$ cat src/sv/epcfc_pkg.sv
`timescale 1ns / 1ps
package epcfc_pkg;

   localparam logic [7:0] START_BYTE_RESET = 8'd187;
   localparam logic [7:0] END_BYTE_RESET   = 8'd126;
   localparam logic [7:0] MIN_LENGTH_RESET = 8'd13;

   localparam logic [15:0] CRC_INIT   = 16'hFFFF;
   localparam logic [15:0] CRC_POLY   = 16'h1021;
   localparam logic [15:0] CRC_XOROUT = 16'hFFFF;

   // Byte positions inside a frame.
   localparam logic [9:0] PC_HI_POS    = 10'd6;
   localparam logic [9:0] PC_LO_POS    = 10'd7;
   localparam logic [9:0] EPC_POS      = 10'd8;
   localparam logic [9:0] CRC_HI_POS   = 10'd8;
   localparam logic [9:0] CRC_LO_POS   = 10'd9;
   localparam logic [9:0] HEADER_BYTES = 10'd12;
   localparam logic [9:0] SHORTEST     = 10'd3;

   typedef enum logic [1:0] {
      CSR_START_BYTE       = 2'd0,
      CSR_END_BYTE         = 2'd1,
      CSR_MIN_FRAME_LENGTH = 2'd2
   } csr_index_type;

   typedef enum logic {
      OP_BYTE  = 1'b0,
      OP_CLEAR = 1'b1
   } opcode_type;

   typedef enum logic [2:0] {
      ST_NEW_TAG      = 3'd0,
      ST_DUPLICATE    = 3'd1,
      ST_FRAMING_BAD  = 3'd2,
      ST_CHECKSUM_BAD = 3'd3,
      ST_EPC_TOO_LONG = 3'd4,
      ST_CRC_BAD      = 3'd5,
      ST_TABLE_FULL   = 3'd6
   } status_type;

   typedef struct packed {
      logic       byte_we;
      logic       clear_tags;
      logic       set_status;
      status_type status;
      logic       tag_init;
      logic       tag_next;
      logic       k_inc;
      logic       copy_we;
      logic       tag_commit;
      logic       emit;
   } dp_cmd_type;

   typedef struct packed {
      logic frame_bad;
      logic sum_bad;
      logic elen_bad;
      logic crc_bad;
      logic tag_end;
      logic table_full;
      logic len_match;
      logic k_done;
      logic byte_eq;
      logic out_free;
   } dp_stat_type;

   // One byte of CRC-16/GENIBUS, MSB first.
   function automatic logic [15:0] crc_byte(input logic [15:0] crc_in, input logic [7:0] d);
      logic [15:0] c;
      c = crc_in ^ {d, 8'h00};
      for (int b = 0; b < 8; b++) begin
         if (c[15]) begin
            c = {c[14:0], 1'b0} ^ CRC_POLY;
         end else begin
            c = {c[14:0], 1'b0};
         end
      end
      return c;
   endfunction

endpackage

$ cat src/sv/epcfc_ctrl.sv
`timescale 1ns / 1ps
module epcfc_ctrl (
   input  logic                clock,
   input  logic                reset,
   input  logic                req_valid,
   output logic                req_ready,
   input  logic                req_opcode,
   input  logic                req_frame_last,
   input  epcfc_pkg::dp_stat_type stat,
   output epcfc_pkg::dp_cmd_type  cmd
);
   import epcfc_pkg::*;

   typedef enum logic [2:0] {
      S_IDLE, S_CHECK, S_TAG_START, S_TAG_READ, S_TAG_CMP, S_COPY_READ, S_COPY_WRITE, S_RESULT
   } state_type;

   state_type state_ff;
   state_type state_in;

   always_comb begin
      state_in  = state_ff;
      cmd       = '0;
      req_ready = (state_ff == S_IDLE);
      unique case (state_ff)
         S_IDLE: begin
            if (req_valid) begin
               if (req_opcode == OP_CLEAR) begin
                  cmd.clear_tags = 1'b1;
               end else begin
                  cmd.byte_we = 1'b1;
                  if (req_frame_last) begin
                     state_in = S_CHECK;
                  end
               end
            end
         end
         S_CHECK: begin
            cmd.set_status = 1'b1;
            state_in       = S_RESULT;
            priority if (stat.frame_bad) begin
               cmd.status = ST_FRAMING_BAD;
            end else if (stat.sum_bad) begin
               cmd.status = ST_CHECKSUM_BAD;
            end else if (stat.elen_bad) begin
               cmd.status = ST_EPC_TOO_LONG;
            end else if (stat.crc_bad) begin
               cmd.status = ST_CRC_BAD;
            end else begin
               cmd.set_status = 1'b0;
               cmd.tag_init   = 1'b1;
               state_in       = S_TAG_START;
            end
         end
         S_TAG_START: begin
            priority if (stat.tag_end) begin
               if (stat.table_full) begin
                  cmd.set_status = 1'b1;
                  cmd.status     = ST_TABLE_FULL;
                  state_in       = S_RESULT;
               end else begin
                  state_in = S_COPY_READ;
               end
            end else if (!stat.len_match) begin
               cmd.tag_next = 1'b1;
            end else begin
               state_in = S_TAG_READ;
            end
         end
         S_TAG_READ: begin
            if (stat.k_done) begin
               cmd.set_status = 1'b1;
               cmd.status     = ST_DUPLICATE;
               state_in       = S_RESULT;
            end else begin
               state_in = S_TAG_CMP;
            end
         end
         S_TAG_CMP: begin
            if (stat.byte_eq) begin
               cmd.k_inc = 1'b1;
               state_in  = S_TAG_READ;
            end else begin
               cmd.tag_next = 1'b1;
               state_in     = S_TAG_START;
            end
         end
         S_COPY_READ: begin
            if (stat.k_done) begin
               cmd.tag_commit = 1'b1;
               cmd.set_status = 1'b1;
               cmd.status     = ST_NEW_TAG;
               state_in       = S_RESULT;
            end else begin
               state_in = S_COPY_WRITE;
            end
         end
         S_COPY_WRITE: begin
            cmd.copy_we = 1'b1;
            cmd.k_inc   = 1'b1;
            state_in    = S_COPY_READ;
         end
         S_RESULT: begin
            if (stat.out_free) begin
               cmd.emit = 1'b1;
               state_in = S_IDLE;
            end
         end
         default: state_in = S_IDLE;
      endcase
   end

   always_ff @(posedge clock) begin
      if (reset) begin
         state_ff <= S_IDLE;
      end else begin
         state_ff <= state_in;
      end
   end

endmodule

$ cat config.mk
export PLATFORM = sky130hd
export DESIGN_NAME = epcfc_ctrl
export DESIGN_NICKNAME = d
export VERILOG_FILES = /design/src/sv/epcfc_pkg.sv /design/src/sv/epcfc_ctrl.sv
export SDC_FILE = /design/constraint.sdc
export NUM_CORES = 1
export LEC_CHECK = 0
export BUFFER_PORTS_ARGS = -buffer_cell sky130_fd_sc_hd__clkbuf_2
export CAP_MARGIN = 20
export CELL_PAD_IN_SITES_DETAIL_PLACEMENT = 1
export CELL_PAD_IN_SITES_GLOBAL_PLACEMENT = 2
export CORE_MARGIN = 3
export CORE_UTILIZATION = 19
export CTS_CLUSTER_DIAMETER = 30
export DETAILED_ROUTE_END_ITERATION = 12
export PLACE_DENSITY = 0.82
export SLEW_MARGIN = 20
export SYNTH_ARGS = -nofsm -noshare
export SYNTH_HDL_FRONTEND = slang
export SYNTH_SLANG_ARGS = --single-unit
$ cat constraint.sdc
create_clock -name clock -period 1.8 [get_ports clock]
set_input_delay 0.27 -clock clock [delete_from_list [all_inputs] [get_ports clock]]
set_output_delay 0.27 -clock clock [all_outputs]
set_load 0.05 [all_outputs]
==> metrics.md <==
| Metric | Value |
|---|---|
| Worst-path maximum fanout | `10` |
| Post-Synthesis Cells | `55` |
| Pint | `498 uW` |
| Syn avg cell area | `7.39 um2` |
| Seq pwr share | `14.4%` |
| Worst vdd ir | `503 uV` |
| Least-Margin Pin Slew | `0.369 ns` |
| P_sw | `655 uW` |
| CTS tree | `built` |
| Final Non-Filler Cells | `115` |
| # setup viols final | `0` |
| Arr. time, crit path | `1.49 ns` |
| Register area | `67.6 um2` |
| CP endpoint kind | `primary output` |
| Combinational fraction of design power | `75.0%` |
| F_max | `0.567 GHz` |
| Initial antenna violation count | `0` |
| Commonest cells after routing, fill and taps aside | `clkbuf_2, nor2_1, buf_4` |
| Tot Pwr | `1150 uW` |
| Pre-Repair DR Iteration Count | `2` |
| Ys Warns | `0` |
| Placeable Area | `0.00200 mm2` |
| 1st-iter DRT viols | `4` |
| Mapped Area | `407 um2` |
| Synth cell types | `33` |
| Run status | `completed` |
| Die ar. | `0.00273 mm2` |
| Hold Crit Class | `input port to register` |
| Worst path cell trace | `buf_4 -> or3_4 -> o21ai_1 -> clkbuf_8` |
| Multi-input combinational cell area | `349 um2` |
| Setup crit start kind | `register` |
| Pleak | `0.000305 uW` |
| Grt total ovfl | `0` |
| Clock sink count | `3` |
| Worst rel slew slack | `74.8%` |
| Power per cell area | `1640 mW/mm2` |
| Most common cell after layout, fill and taps aside | `clkbuf_2` |
| TritonCTS buffer count | `3` |
| Clock-pin slew on the worst setup and hold paths | `0.04 ns` |
| Via count | `536` |
| Root Buffer | `clkbuf_4` |
| Post-route minimum period | `1.76 ns` |
| Clock latency on the worst-skew pair | `0.24 ns` |
| Post-route ant nets | `0` |
| Largest reg by FF count | `state_ff` |
| CTS Buffer Depth | `2` |
| Port Buffers | `27` |
| #FFs+latches synth | `3` |
| Syn Nets | `70` |
| Max incr delay on CP | `0.37 ns` |
| Setup TNS | `0 ns` |
| WL final | `1450 um` |
| Layout Skew | `0.00272 ns` |
| Residual DRC | `0` |
| Clk pwr share | `10.6%` |
| Fill cells | `254` |
| All-layer global routing usage | `11.6%` |
| Hold buffer count at cts | `0` |
| DP Cell Count | `110` |
| Tcrit/Tclk final | `98.0%` |
| WL/cell | `12.6 um` |
| Layout cells sized above 1 | `59.1%` |
| Pin count of the biggest net entering global routing | `13` |
| Num rows | `16` |
| Vias in the first global route | `557` |
| Io pins | `28` |
| Critical path class | `register to primary output` |
| DP Wirelength | `1200 um` |
| Max reg flops | `3` |
| Slew Limit Fails | `0` |
| Largest registers | `state_ff: 3 flops` |
| Die Y-Extent | `52.3 um` |
| First-pass GRT wire length | `2420 um` |
| Sequential share of the synthesized area | `14.8%` |
| RePlAce Congestion | `0.725` |
| CP max-delay cell | `dfxtp_4` |
| Layout area overhead | `72.6%` |
| Number of diodes | `0` |
| Die Span X | `52.3 um` |
| H-tree levels | `1` |
| Initial Utilization | `20.3%` |
| Req. time, crit path | `1.53 ns` |
| Vias per cell | `4.66` |
| Max Cap Viol | `0` |
| Nets | `104` |
| Hold Vio Cnt, Final | `0` |
| Switching Share | `56.8%` |
## repair_timing
item                                    in CTS  in global routing
endpoints found under the setup margin       7                  6
buffers inserted                             1                  0
gates resized for setup                      9                  9
pin swaps                                    2                  0
## critical path, delay by kind of cell (launching register included)
kind            cells  cell delay (ns)
compound gates      1             0.17
flops               1             0.37
buf+inv             2             0.38
simple gates        1             0.34
## through the flow
step | cell area, um2 | utilization, % | hold WS (ns) | worst slack, ns
floorplan | 435 | - | 0.349 | -0.0986
global placement | 622 | 31.1 | 0.509 | 0.106
detailed placement | 622 | 31.1 | 0.513 | 0.0733
CTS | 686 | 34.3 | 0.252 | 0.000193
global route | 702 | 35.1 | 0.246 | -0.0161
finish | 702 | 35.1 | 0.248 | 0.0358
## worst paths after layout
check,start,slack [ns],cells after the start,endpoint
worst max-delay path,state_ff[1],0.04,4,cmd[8]
worst min-delay path,reset,0.25,2,state_ff[1]
worst min register to register,state_ff[2],0.65,2,state_ff[2]
worst max register to register,state_ff[2],0.40,4,state_ff[0]
## final cells by class
| cell class | instances | share of cell area [%] |
|---|---|---|
| Inverter | 4 | 2.14 |
| Multi-Input combinational cell | 45 | 49.7 |
| Clock buffer | 4 | 3.74 |
| Sequential cell | 3 | 9.63 |
| Tap cell | 27 | 4.81 |
| Timing Repair Buffer | 32 | 29.9 |
## synth_stat cells
master | number | share of area [%]
nor2_1 | 9 | 8.3
nand2_1 | 4 | 3.7
o21ai_1 | 4 | 4.9
dfxtp_1 | 3 | 15
inv_1 | 3 | 2.8
a211oi_1 | 2 | 3.7
buf_6 | 2 | 5.5
nor3_1 | 2 | 2.5
o21ai_0 | 2 | 2.5
a2111oi_0 | 1 | 2.2
a2111oi_4 | 1 | 6.8
a21o_2 | 1 | 2.2
a21oi_2 | 1 | 2.2
a221oi_1 | 1 | 2.2
a2bb2oi_1 | 1 | 2.2
and2b_2 | 1 | 2.2
and3_1 | 1 | 1.5
and3b_1 | 1 | 2.2
and3b_2 | 1 | 2.5
buf_2 | 1 | 1.2
inv_2 | 1 | 0.92
nand2b_1 | 1 | 1.5
nand3b_1 | 1 | 1.8
nand4_1 | 1 | 1.5
nor3_2 | 1 | 2.5
nor3b_1 | 1 | 1.8
o22ai_1 | 1 | 1.5
o31ai_1 | 1 | 1.8
or3_1 | 1 | 1.5
or3b_1 | 1 | 2.2
or4_1 | 1 | 1.8
or4_4 | 1 | 2.8
or4b_1 | 1 | 2.5
## power by group through the flow
stage	combinational, uW	clock (uW)	sequential [uW]
after global placement	798	0	155
final	865	122	166
after detailed placement	809	0	156
after CTS	845	126	164
after floorplan	654	0	122
after global routing	923	132	176
## metal layers
metal,vias to the layer above,wire length (um),track usage [%]
li1,270,-,-
met1,252,610,15.1
met2,12,776,19.5
met3,2,45,0
met4,0,16,6.38
met5,-,0,0
## kinds of logic after synthesis
logic type / synth area share (%)
AOI/OAI and AO/OA: 32.0
buffers and inverters: 10.5
and+or+nand+nor: 42.8
DFF: 14.8
(Power assumes the default switching activity.)
